`src/sv/ptv_pkg.sv`:
```
`timescale 1ns / 1ps
// Shared types and constants for the polygon T-junction vertex insert block.
// No dependencies; every other file refers to this package by scoped names.
package ptv_pkg;

  localparam int COORD_W = 20;   // coordinate field width
  localparam int MAG_W   = 21;   // magnitude of a coordinate difference
  localparam int CH_W    = 22;   // operand chunk of the shared multiplier
  localparam int SUM_W   = 44;   // dot and squared-length sums
  localparam int T_W     = 61;   // threshold times first squared length
  localparam int ACC_W   = 106;  // wide accumulator
  localparam int SH_W    = 2;    // chunk shift of one partial product
  localparam int STEP_W  = 5;

  localparam logic [2:0] ST_DONE      = 3'd0;
  localparam logic [2:0] ST_INSERTED  = 3'd1;
  localparam logic [2:0] ST_ON_VERTEX = 3'd2;
  localparam logic [2:0] ST_NO_EDGE   = 3'd3;
  localparam logic [2:0] ST_FULL      = 3'd4;

  localparam logic        REG_TOL   = 1'b0;
  localparam logic        REG_MCS   = 1'b1;
  localparam logic [15:0] TOL_RESET = 16'd8;
  localparam logic [16:0] MCS_RESET = 17'd65405;

  // last step of each phase of the edge test
  localparam logic [STEP_W-1:0] STEP_SUMS_END = 5'd8;
  localparam logic [STEP_W-1:0] STEP_LAST     = 5'd20;

  typedef enum logic [1:0] {
    OP_CLEAR  = 2'd0,
    OP_APPEND = 2'd1,
    OP_TEST   = 2'd2,
    OP_READ   = 2'd3
  } op_t;

  typedef struct packed {
    logic signed [COORD_W-1:0] z;
    logic signed [COORD_W-1:0] y;
    logic signed [COORD_W-1:0] x;
  } vertex_t;

  typedef struct packed {
    logic [15:0] tol;
    logic [16:0] mcs;
  } cfg_t;

  typedef struct packed {
    logic [CH_W-1:0] x;
    logic [CH_W-1:0] y;
    logic [SH_W-1:0] sh;
  } mac_op_t;

endpackage

```
`src/sv/ptv_regs.sv`:
```
`timescale 1ns / 1ps
// APB register file: tolerance and squared cosine threshold.
// Depends on ptv_pkg.
module ptv_regs (
  input  logic          clk,
  input  logic          rst,
  input  logic          psel,
  input  logic          penable,
  input  logic          pwrite,
  input  logic [2:0]    paddr,
  input  logic [31:0]   pwdata,
  output logic [31:0]   prdata,
  output logic          pready,
  output ptv_pkg::cfg_t cfg
);

  assign pready = 1'b1;

  always_ff @(posedge clk) begin
    if (rst) begin
      cfg.tol <= ptv_pkg::TOL_RESET;
      cfg.mcs <= ptv_pkg::MCS_RESET;
    end else if (psel && penable && pwrite) begin
      if (paddr[2] == ptv_pkg::REG_MCS) begin
        cfg.mcs <= pwdata[16:0];
      end else begin
        cfg.tol <= pwdata[15:0];
      end
    end
  end

  assign prdata = (paddr[2] == ptv_pkg::REG_TOL) ? {16'b0, cfg.tol} : {15'b0, cfg.mcs};

endmodule

```
`config.mk`:
```
export PLATFORM = sky130hd
export DESIGN_NAME = ptv_regs
export DESIGN_NICKNAME = d
export VERILOG_FILES = /design/src/sv/ptv_pkg.sv /design/src/sv/ptv_regs.sv
export SDC_FILE = /design/constraint.sdc
export NUM_CORES = 1
export LEC_CHECK = 0
export ABC_AREA = 0
export ABC_CLOCK_PERIOD_IN_PS = 1600
export BUFFER_PORTS_ARGS = -buffer_cell sky130_fd_sc_hd__buf_2
export CAP_MARGIN = 20
export CORE_MARGIN = 5
export CORE_UTILIZATION = 46
export CTS_CLUSTER_DIAMETER = 200
export CTS_CLUSTER_SIZE = 25
export DETAILED_ROUTE_END_ITERATION = 10
export PLACE_DENSITY_LB_ADDON = 0.08
export SLEW_MARGIN = 20
export SYNTH_ARGS = -nofsm -noshare
export SYNTH_HDL_FRONTEND = slang
export SYNTH_SLANG_ARGS = --single-unit
```
`constraint.sdc`:
```
create_clock -name clk -period 1.6 [get_ports clk]
set_input_delay 0.32 -clock clk [delete_from_list [all_inputs] [get_ports clk]]
set_output_delay 0.32 -clock clk [all_outputs]
set_load 0.1 [all_outputs]
```
== Word-level counts from Yosys, hierarchy flattened ==
Index checks and enable logic that the tools add are counted.
Storage, ports and cells
  register bits after elaboration: 33
  input bits: 40
  output and inout bits: 66
  logic and storage cells: 8
Cells by class
  multiplexer cells: 1
  bitwise gates (word level): 1
  reductions and logical operators: 4
Operators with widths (count)
  $mux 17: 1
  $reduce_and 2->1: 2
  $logic_and 1x1->1: 2
  $not 1->1: 1

== Logic depth before layout (Yosys ltp) ==
  depth after elaboration: 3
  gate-level depth with buffers: 5
  mapped depth without buffers: 2

== Worst setup path after synthesis ==
Ideal clock, no wire load.
  path type: register to output
  start: register cfg[16] (netlist name)
  end: output port prdata[16]
  arrival time: 1.813 ns
  required time: 1.280 ns
  path slack: -0.533 ns
  cell stages (with the launch flop): 2
  path buffers: 0
  cells stage by stage: dfxtp_1 and2_1
Between the ends
  word-level cells in the longest chain between the ends: 1
RTL lines
  start, declared: RTL line ptv_regs.sv:14  | output ptv_pkg::cfg_t cfg
  $mux 17: RTL line ptv_regs.sv:32  | assign prdata = (paddr[2] == ptv_pkg::REG_TOL) ? {16'b0, cfg.tol} : {15'b0, cfg.mcs};
  end, declared: RTL line ptv_regs.sv:12  | output logic [31:0] prdata,
Every way passes these cells.

== Worst setup path after layout ==
  start: input port paddr[2]
  end: output port prdata[1]
Between the ends
  word-level cells in the longest chain between the ends: 1
RTL lines
  start, declared: RTL line ptv_regs.sv:10  | input logic [2:0] paddr,
  $mux 17: RTL line ptv_regs.sv:32
Every way passes these cells.

==> flow_summary.yaml <==
timing:
  clock.fmax_ghz: 0.686
  finalSetupViolCount: 0
  slew_viol_final: 0
  min_period_over_period: 0.911
  finalHoldViolations: 0
  rsz0062_at_grt: "false"
  period_needed_ns: 1.46
  fin_skew_ns: 0
  fin_ws_ns: 0.142
status:
  status: "finished clean"
min_path:
  holdPathStages: 3
  hp-class: "input pin to flop"
final_layout:
  largest_reg_flops: 33
  final_area_sq_um: 2470
  nets: 289
  area_growth_pct: 41.1
  antennaDiodeCount: 0
  top_regs: "cfg (33)"
  n_fill_cell: 300
  drive_above_1_share: 0.524
  largest_register: "cfg"
synthesis:
  yosysWarnings: 0
  syn_area_sq_um: 1750
  synth.most_common_cell: "nand2b_1"
  avgSynthCellArea_sq_um: 9.72
  synth_top_flop_cell: "dfxtp_1"
  ys_ff_latch: 33
  ys_seq_area_frac: 0.378
  ys_top_cells_by_area: "dfxtp_1 (38%), mux2i_1 (19%), nand2b_1 (12%)"
  ys_top_cells_by_count: "nand2b_1 (34), dfxtp_1 (33), mux2i_1 (33)"
  synth_top_area_frac: 0.378
  yosys.area.top_type: "dfxtp_1"
  synth_edf_count: 0
  synth_cell_types: 15
  synthCells: 180
  synthArstFlopShare: 0
placed_design:
  routabilityCongestion: 0.711
  placed_area_sq_um: 2390
  io_buffers: 72
  dp_hpwl_microns: 2780
  dp_slack_ns: 0.134
grt:
  overflow: 0
  grt_pass1_wl_microns: 5890
  track_usage: 0.141
  grt_max_degree: 64
  grt_antenna_before_repair: 0
  grt_pass1_vias: 1303
worst_setup_path:
  ff2ff_path_depth: 2
  cp_max_fo: 14
  endpoint_kind: "output port"
  worstPathRequired_ns: 1.28
  start_kind: "input pin"
  critical_path_class: "input pin to output port"
  cp.arrival_ns: 1.14
drt:
  wl_per_cell_microns: 12.1
  vias: 1347
  wl_microns: 3610
  ant_nets: 0
  drc: 0
  drt_iter0_drc: 45
  via_per_inst: 4.52
  dr.pass1.iters: 4
clock_network:
  cts_buffers: 5
  cts_setup_buffers: 0
  clkTransAtPathRegs_ns: 0.06
  worstSkewPairLatency_ns: 0.27
  cts_tree: "built"
  cts-resized-gates: 0
  h-tree-depth: 2
  clk_path_buf_depth: 2
  ctsRootBufferMaster: "clkbuf_8"
  hold_buffers: 0
  clkSinkCount: 33
floorplan:
  start_util: 0.478
  fp.coreArea_sq_um: 3660
  fp.dieW_microns: 71.7
  die_area_sq_um: 5140
  io_pins: 106
  core.rowCount: 22
  fp.dieH_microns: 71.7
power_and_ir_drop:
  p_leak_nw: 1.05
  vdd_ir_drop_max_v: 0.000520
  power.density_nw_per_um2: 905
job:
  cap_viol_max_count: 0
## stage by stage
step / TNS [ns] / util / hold WS, ns / cells / power [mW]
final: 0 / 0.674 / 0.308 / 298 / 2.23
after global routing: 0 / 0.674 / 0.312 / 298 / 2.31
after CTS: 0 / 0.674 / 0.303 / 298 / 2.26
after detailed placement: 0 / 0.652 / 0.467 / 290 / 1.68
after global placement: 0 / 0.652 / 0.463 / 290 / 1.67
after floorplan: -0.293 / - / 0.467 / 194 / 1.51
## report_power, final
group	total (mW)	internal, mW	switching, mW
combinational	0.800	0.208	0.591
clock	0.577	0.309	0.268
sequential	0.856	0.843	0.0128
total	2.23	1.36	0.873
## kinds of logic after synthesis
| logic type | share of synthesized area |
|---|---|
| AND/OR/NAND/NOR | 0.202 |
| multiplexers | 0.292 |
| flip-flops | 0.378 |
| buffers and inverters | 0.124 |
| other | 0.00429 |
## cells in the final DEF, fill, tap and decap left out
master,synthesis,layout
dfxtp_1,33,1
clkbuf_8,0,5
clkbuf_1,6,3
and4_1,1,1
mux2_2,16,16
and2_2,0,1
nand2b_1,34,34
buf_4,16,1
conb_1,2,16
buf_12,1,21
mux2i_1,33,33
dfxtp_2,0,32
nor2_1,29,29
nand4_1,1,1
buf_2,2,55
and4b_1,1,1
## layer usage
| metal | GRT usage | routed length (microns) | share of wire | vias to the layer above |
|---|---|---|---|---|
| met5 | 0 | 0 | 0 | - |
| met4 | 0.0418 | 14 | 0.0039 | 0 |
| met3 | 0.0351 | 273 | 0.076 | 2 |
| met2 | 0.241 | 1800 | 0.50 | 50 |
| met1 | 0.174 | 1530 | 0.42 | 604 |
| li1 | - | - | - | 691 |
## path summary, 6_finish.rpt
check             startpoint        end  slack [ns]
setup / recovery    paddr[2]  prdata[1]        0.14
hold / removal     pwdata[2]    cfg[19]        0.31
setup reg to reg      cfg[8]     cfg[8]        0.98
hold reg to reg      cfg[18]    cfg[18]        0.47
## worst max-delay path, stage by stage
cell,delay (ns)
buf_2,0.12
buf_12,0.15
mux2_2,0.36
buf_12,0.17
## area by class of cell
| type | instances | area (sq um) | share of cell area |
|---|---|---|---|
| multi-input combinational | 132 | 925 | 0.375 |
| timing repair buffer | 77 | 703 | 0.285 |
| sequential | 33 | 701 | 0.284 |
| clock buffer | 8 | 80.1 | 0.0324 |
| tap | 48 | 60.1 | 0.0243 |
Power figures use the tool's default switching activity.
