--- src/sv/ptv_pkg.sv ---
`timescale 1ns / 1ps
// Shared types and constants for the polygon T-junction vertex insert block.
// No dependencies; every other file refers to this package by scoped names.
package ptv_pkg;

  localparam int COORD_W = 20;   // coordinate field width
  localparam int MAG_W   = 21;   // magnitude of a coordinate difference
  localparam int CH_W    = 22;   // operand chunk of the shared multiplier
  localparam int SUM_W   = 44;   // dot and squared-length sums
  localparam int T_W     = 61;   // threshold times first squared length
  localparam int ACC_W   = 106;  // wide accumulator
  localparam int SH_W    = 2;    // chunk shift of one partial product
  localparam int STEP_W  = 5;

  localparam logic [2:0] ST_DONE      = 3'd0;
  localparam logic [2:0] ST_INSERTED  = 3'd1;
  localparam logic [2:0] ST_ON_VERTEX = 3'd2;
  localparam logic [2:0] ST_NO_EDGE   = 3'd3;
  localparam logic [2:0] ST_FULL      = 3'd4;

  localparam logic        REG_TOL   = 1'b0;
  localparam logic        REG_MCS   = 1'b1;
  localparam logic [15:0] TOL_RESET = 16'd8;
  localparam logic [16:0] MCS_RESET = 17'd65405;

  // last step of each phase of the edge test
  localparam logic [STEP_W-1:0] STEP_SUMS_END = 5'd8;
  localparam logic [STEP_W-1:0] STEP_LAST     = 5'd20;

  typedef enum logic [1:0] {
    OP_CLEAR  = 2'd0,
    OP_APPEND = 2'd1,
    OP_TEST   = 2'd2,
    OP_READ   = 2'd3
  } op_t;

  typedef struct packed {
    logic signed [COORD_W-1:0] z;
    logic signed [COORD_W-1:0] y;
    logic signed [COORD_W-1:0] x;
  } vertex_t;

  typedef struct packed {
    logic [15:0] tol;
    logic [16:0] mcs;
  } cfg_t;

  typedef struct packed {
    logic [CH_W-1:0] x;
    logic [CH_W-1:0] y;
    logic [SH_W-1:0] sh;
  } mac_op_t;

endpackage

--- src/sv/ptv_mac.sv ---
`timescale 1ns / 1ps
// Shared multiply-accumulate unit: one 22x22 product, shifted by whole chunks,
// added to the selected accumulator. Depends on ptv_pkg.
module ptv_mac (
  input  ptv_pkg::mac_op_t               op,
  input  logic [ptv_pkg::ACC_W-1:0]      acc_in,
  output logic [ptv_pkg::ACC_W-1:0]      acc_out
);

  logic [2*ptv_pkg::CH_W-1:0] prod;
  logic [ptv_pkg::ACC_W-1:0]  shifted;

  assign prod    = op.x * op.y;
  assign shifted = ptv_pkg::ACC_W'(prod) << (ptv_pkg::CH_W * op.sh);
  assign acc_out = acc_in + shifted;

endmodule

--- config.mk ---
export PLATFORM = sky130hd
export DESIGN_NAME = ptv_mac
export DESIGN_NICKNAME = d
export VERILOG_FILES = /design/src/sv/ptv_pkg.sv /design/src/sv/ptv_mac.sv
export SDC_FILE = /design/constraint.sdc
export NUM_CORES = 1
export LEC_CHECK = 0
export BUFFER_PORTS_ARGS = -buffer_cell sky130_fd_sc_hd__buf_2
export CAP_MARGIN = 20
export CORE_MARGIN = 2
export CORE_UTILIZATION = 50
export DETAILED_ROUTE_END_ITERATION = 10
export PLACE_DENSITY = 0.74
export RECOVER_POWER = 100
export SYNTH_ARGS = -nofsm -noshare
export SYNTH_HDL_FRONTEND = slang
export SYNTH_SLANG_ARGS = --single-unit
--- constraint.sdc ---
create_clock -name vclk -period 17.35
set_input_delay 3.47 -clock vclk [all_inputs]
set_output_delay 3.47 -clock vclk [all_outputs]
set_load 0.005 [all_outputs]
Word level (Yosys, flattened, before mapping)

Index checks and enable logic that the tools add are counted.

Div/mod/pow operators: 0
Bitwise operators: 0
Multiplexer cells: 0
Multiply operators: 2
$lt $le $gt $ge: 0
Shifts and indexed selects: 1
Eq/ne operators: 0
$add $sub $neg: 1
Reductions and logical operators: 0

Operators with widths:

| cell                                            | count |
|---|---|
| adder 106 bit                                   | 1 |
| left shift 44 x 7 -> 106 bit                    | 1 |
| multiplier 22 x 22 -> 44 bit                    | 1 |
| multiplier 4 x 2 -> 6 bit, first input constant | 1 |

Memories: 0
Output and inout port bits: 106
Memory bits (read-only): 0
Bits of input ports: 152
Bits in registers: 0
RAM bits: 0
Word-level logic and storage cells: 4
Bits in latches: 0

Longest topological paths before layout

Gate-level depths: netlist of the first run.

Word-level depth: 3
Mapped depth: 40
Gate-level depth less buffers: 37

Least setup slack after synthesis of the first run

Ideal clock, no wire load.

Kind: in2out
Start: input port op[3] (netlist name)
End: output port acc_out[105] (netlist name)
Arrival time: 12646 ps
Setup slack: 1234 ps
Buffers on the path: 2
Stages on the path: 36
Data required time: 13880 ps
Cell sequence: clkbuf_1 nand2_1 fa_1 fa_1 fa_1 inv_1 fa_1 inv_1 fa_1 inv_1 fa_1 fa_1 ha_1 a21oi_1 o21ai_0 a31oi_1 a21oi_2 a21oi_1 xnor2_1 mux2_2 mux2_2 mux4_2 nor2b_1 ha_1 clkbuf_1 nand4_1 nor3_1 nand2_1 nor4_1 o21ai_1 o211ai_2 a2111oi_2 o31ai_2 a31oi_1 xnor2_1 xnor2_1

Longest elaborated chain between the ends: 3

RTL lines:

| item                         | RTL line      | text |
|---|---|---|
| from (decl)                  | ptv_mac.sv:5  | `input ptv_pkg::mac_op_t op,` |
| multiplier 22 x 22 -> 44 bit | ptv_mac.sv:13 | `assign prod = op.x * op.y;` |
| left shift 44 x 7 -> 106 bit | ptv_mac.sv:14 | `assign shifted = ptv_pkg::ACC_W'(prod) << (ptv_pkg::CH_W * op.sh);` |
| adder 106 bit                | ptv_mac.sv:15 | `assign acc_out = acc_in + shifted;` |
| to (decl)                    | ptv_mac.sv:7  | `output logic [ptv_pkg::ACC_W-1:0] acc_out` |

No other way between the ends.

Worst setup path after layout of the first run

Start: input port op[31] (netlist name)
End: output port acc_out[90] (netlist name)

Same word-level chain as after synthesis.

==> impl_metrics.ini, run 1 <==
[outcome]
result_of_the_run = finished clean

[global_route]
grt_start_max_net_pins = 63
grt-ovfl-total = 0
first_global_vias = 25023
wire_length_of_the_first_global_routing_pass_um = 134000
gr-usage-all-layers = 0.313
initial_antenna_violation_count = 4

[setup_path]
critPathMaxStageDelay_ns = 0.55
worst_path_most_repeated_cell = sky130_fd_sc_hd__fa_1
timing.critical_path.slowest_stage_cell = sky130_fd_sc_hd__fa_1
worstSetupEndpoint = acc_out[90]
crit_path_max_fanout = 12
critPathLaunchType = input pin
timing.critical_path.required_ns = 13.88
origin_of_the_worst_setup_path = op[31]
setup.worst_path.class = input pin to output port
worstPathArrival_ns = 13.57
critical_path.endpoint_type = output port

[detailed_routing]
vias = 24623
drtAntennaViolNets = 0
route.detailed.drc = 0
post_drt_via_cell_ratio = 5.92
drt_wl_total_um = 83200
detail_route.first_pass.iterations = 6
wire_per_inst_um = 20.0
detail_route.iter0.violations = 2164

[yosys]
synth.top_cell.area_share = 0.313
synth_cell_type_count = 96
top_cell_types_by_occurrence_after_synthesis = 436 x sky130_fd_sc_hd__inv_1, 433 x sky130_fd_sc_hd__nand2_1, 398 x sky130_fd_sc_hd__fa_1, 267 x sky130_fd_sc_hd__ha_1, 245 x sky130_fd_sc_hd__and2_1
synthCells = 3280
yosys_warnings = 0
synth_sequential_area_ratio = 0
synthesis.nets = 4097
synth.largest_area_cell = sky130_fd_sc_hd__fa_1
synth.area.top_cells = sky130_fd_sc_hd__fa_1 31%, sky130_fd_sc_hd__ha_1 13%, sky130_fd_sc_hd__inv_1 6.4%
synthesis.area_per_instance_um2 = 7.77
post_synthesis_cell_area_um2 = 25500
yosys.cell_count.top_type = sky130_fd_sc_hd__inv_1

[timing]
maxClockFrequency_ghz = 0.0587
post-route-min-period_ns = 17.04
tns_ns = 0
report.final.setup_viol = 0
drv_slew = 0
timing.final.hold_violations = 0
worst_slew_margin_rel = 0.328
grt_setup_unrepaired = yes
worst_slew_pin_slew_ns = 1.00
worst_hold_slack_ns = 7.25
final.period_utilization = 0.982

[placed_design]
dp.final_hpwl_um = 70600
final_weighted_congestion_in_routability_driven_placement = 1.04
buffer_ports.inserted = 258
postPlaceCellArea_um2 = 27800
dp.cells = 4142

[cells_and_area]
final_layout_size_suffix_gt1_frac = 0.148
final_area_um2 = 28300
layout_sequential_cell_count = 0
sequential_area_um2 = 0
stdcell_count = 4159
layout_clock_buffer_count = 0
syn_to_final_growth_pct = 11.1
layout.nets = 4302

[hold_path]
hold_class = input pin to output port
hold-path-cell-count = 3

[floorplanning]
initial_core_util = 0.507
die_height_um = 230
fp-row-count = 82
floorplan.die.width_um = 230
core-area_um2 = 50300
die-area_um2 = 52800
floorplan.io_pins = 258

[flow_run]
drv_cap = 0

[clock_tree]
post_cts_hold_buffer_count = 0
-- worst max-delay path, delay by kind of cell --
family	cells	cell delay (ns)
XOR/XNOR	2	0.31
buffers and inverters	6	0.83
adder cells (fa/ha/maj)	9	4.30
multiplexers	3	1.10
AO/OA/AOI/OAI	8	1.71
AND/OR/NAND/NOR	8	1.83
-- metrics by stage --
stage	worst slack [ns]	utilization
6_report	0.313	0.563
5_1_grt	-0.0951	0.563
4_1_cts	0.00331	0.553
3_5_place_dp	-0.0522	0.553
3_3_place_gp	0.0243	0.553
2_1_floorplan	1.23	-
-- cell usage in the layout (no fill, tap or decap), drive strengths merged, types with 19 or more instances in the layout --
cell type / netlist / final
inv: 438 / 438
nand2: 433 / 433
fa: 398 / 398
buf: 18 / 378
ha: 267 / 267
and2: 245 / 245
a21oi: 218 / 218
nor2: 187 / 187
o21ai: 108 / 108
a21o: 95 / 95
xnor2: 87 / 87
xor2: 58 / 58
nand4: 52 / 52
nand3: 42 / 42
mux2i: 33 / 33
nor3: 33 / 33
o21bai: 31 / 31
a31oi: 22 / 22
a211oi: 21 / 21
o22ai: 20 / 20
a22oi: 19 / 19
-- metal layers --
layer	vias to the layer above	share of wire	global-route usage
li1	11285	-	-
met1	12045	0.41	0.422
met2	1086	0.47	0.519
met3	205	0.080	0.0440
met4	2	0.037	0.0992
met5	-	0.000096	0
-- how the worst min path moves through the flow --
stage	start	to	slack, ns
after CTS	acc_in[0]	acc_out[0]	7.26
after global routing	acc_in[0]	acc_out[0]	7.26
after floorplan	acc_in[0]	acc_out[0]	7.06
final	acc_in[0]	acc_out[0]	7.25
after detailed placement	acc_in[0]	acc_out[0]	7.26
after global placement	acc_in[0]	acc_out[0]	7.26
-- final cells by class --
cell class,count,area [um2]
Multi-Input combinational cell,2649,23500
Fill cell,4728,22000
Timing Repair Buffer,393,2360
Inverter,441,1660
Tap cell,672,841
Antenna cell,4,10.0
-- kinds of logic (layout without fill, tap and decap cells) --
| kind of cell | Yosys count | in the layout | share of synthesized area |
|---|---|---|---|
| buffers and inverters | 631 | 834 | 0.0935 |
| multiplexers | 58 | 58 | 0.0275 |
| adder cells (fa/ha/maj) | 665 | 665 | 0.444 |
| other | 0 | 4 | 0 |
| XOR/XNOR | 145 | 145 | 0.0501 |
| AO/OA/AOI/OAI | 692 | 692 | 0.179 |
| AND/OR/NAND/NOR | 1089 | 1089 | 0.206 |
-- timing repair --
item	in CTS	in global routing
gates resized for setup	3	88
setup endpoints to repair	3	45
pin swaps	0	13
buffers inserted	0	13
Power of run 1 is left out: the tool's default activity adds up to more than one toggle a clock period on the data nets, which glitch-free logic cannot reach.
==> run 2: changes to the inputs <==
--- a/config.mk
+++ b/config.mk
@@ -8,4 +8,5 @@
 export BUFFER_PORTS_ARGS = -buffer_cell sky130_fd_sc_hd__buf_2
 export CAP_MARGIN = 20
+export CORE_ASPECT_RATIO = 1.4
 export CORE_MARGIN = 2
 export CORE_UTILIZATION = 50
==> constraint.sdc (replaced) <==
create_clock -name vclk -period 17.35
set_input_delay 0.8675 -clock vclk [all_inputs]
set_output_delay 0.8675 -clock vclk [all_outputs]
set_load 0.005 [all_outputs]
==> run 2 against run 1 <==
  * The run now ends with max-capacitance violations, max-slew violations left
  * Die area is essentially flat
  * Wire length grew 3.5%
  * Final cell count shrank 3.6%
  * Non-clock buffer count shrank 120
  * Setup slack gained 2.5 ns
  * Flip-flop and latch count is the same
  * Via count shrank 1.4%
  * First-iteration DRC count shrank 16%
  * Hold slack lost 5.2 ns
  * Cell area shrank 5.3%
  * Fmax grew 18%
  * Sequential share of layout area is the same
==> impl_metrics.ini, run 2 (synthesis results as in run 1) <==
[detailed_routing]
wire_per_inst_um = 21.5
post_drt_via_cell_ratio = 6.06
route.detailed.drc = 0
met3WireLength_um = 6260
drtAntennaViolNets = 0
detail_route.iter0.violations = 1814
drt_wl_total_um = 86100
routedLengthMet1_um = 31100
vias = 24277
highest-signal-layer = met5
met2_wire_length_um = 42200
detail_route.first_pass.iterations = 8

[cells_and_area]
mostFrequentLayoutCell = sky130_fd_sc_hd__inv_1
syn_to_final_growth_pct = 5.29
layout_clock_buffer_count = 0
layout_sequential_cell_count = 0
sequential_area_um2 = 0
share_of_the_core_filled_with_cells = 0.534
most-common-layout-cells = 437 x sky130_fd_sc_hd__inv_1, 433 x sky130_fd_sc_hd__nand2_1, 398 x sky130_fd_sc_hd__fa_1
final_layout_size_suffix_gt1_frac = 0.0779
layout.nets = 4182

[global_route]
wire_length_of_the_first_global_routing_pass_um = 136000
initial_antenna_violation_count = 6
first_global_vias = 25293
grt_start_max_net_pins = 62
grt-ovfl-total = 0
gr-usage-all-layers = 0.324

[floorplanning]
core-area_um2 = 50200
die-area_um2 = 52800
floorplan.io_pins = 258
initial_core_util = 0.507
fp-row-count = 97
floorplan.die.width_um = 195
die_height_um = 271

[timing]
drv_slew = 100
grt_setup_unrepaired = no
worst_slew_margin_rel = -0.652
setup_slack_ns = 2.86
post-route-min-period_ns = 14.49
worst_slew_pin_slew_ns = 2.48
tns_ns = 0
worst_hold_slack_ns = 2.09
report.final.setup_viol = 0
maxClockFrequency_ghz = 0.0690
final.period_utilization = 0.835
timing.final.hold_violations = 0

[clock_tree]
post_cts_hold_buffer_count = 0
cts_resized = 0
post-cts-setup-buffer-count = 0

[setup_path]
cp_num_buf_inv = 5
worst_path_most_repeated_cell = sky130_fd_sc_hd__fa_1
critPathMaxStageDelay_ns = 0.84
timing.critical_path.slowest_stage_cell = sky130_fd_sc_hd__mux2i_1
critical-path-top-delay-family = adder cells
timing.critical_path.required_ns = 16.48
critPathLaunchType = input pin
cell_depth_of_the_worst_setup_path = 37
crit_path_max_fanout = 22
worstPathArrival_ns = 13.62
critical_path.endpoint_type = output port
setup.worst_path.class = input pin to output port

[hold_path]
hold_class = input pin to output port
hold_path.startpoint = acc_in[0]
hold_path_endpoint = acc_out[0]
hold-path-cell-count = 3

[outcome]
violations_in_the_final_reports = max-capacitance violations, max-slew violations
result_of_the_run = complete, but fails checks

[placed_design]
dp.final_hpwl_um = 71900
post-place-ws_ns = 4.32
final_weighted_congestion_in_routability_driven_placement = 1.11
buffer_ports.inserted = 258

[flow_run]
drv_cap = 2
[run 2: cell count changes in the layout (fill, tap and decap cells not counted), moves of 9 or more]
cell | before | now
sky130_fd_sc_hd__buf_4 | 136 | 13
sky130_fd_sc_hd__buf_2 | 241 | 173
sky130_fd_sc_hd__clkbuf_1 | 0 | 67
sky130_fd_sc_hd__clkbuf_2 | 0 | 20
sky130_fd_sc_hd__clkbuf_4 | 15 | 0
sky130_fd_sc_hd__a21oi_1 | 204 | 216
sky130_fd_sc_hd__a21oi_2 | 14 | 2
sky130_fd_sc_hd__a211oi_1 | 11 | 20
sky130_fd_sc_hd__a211oi_2 | 10 | 1
[run 2: metal layers]
layer	track usage	vias to the layer above
met3	0.0439	345
met4	0.201	6
met2	0.575	1171
met5	0	-
li1	-	11027
met1	0.369	11728
[run 2: how the worst max path moves through the flow]
stage,from,end,slack [ns]
2_1_floorplan,op[3],acc_out[105],6.44
3_3_place_gp,op[31],acc_out[104],4.28
3_5_place_dp,op[31],acc_out[96],4.32
4_1_cts,op[33],acc_out[96],4.25
5_1_grt,op[37],acc_out[103],2.01
6_report,op[37],acc_out[103],2.86
[run 2: cell type report]
type,instances,area (um2)
Multi-Input combinational cell,2649,23000
Fill cell,4909,23400
Inverter,441,1660
Tap cell,643,805
Timing Repair Buffer,273,1320
Antenna cell,3,7.51
[run 2: through the flow]
step           instances  instance area, um2
2_1_floorplan       3280               25500
3_3_place_gp        4006               27000
3_5_place_dp        4006               27000
4_1_cts             4006               27000
5_1_grt             4006               26800
6_report            4009               26800
Power of run 2 is left out for the same reason.
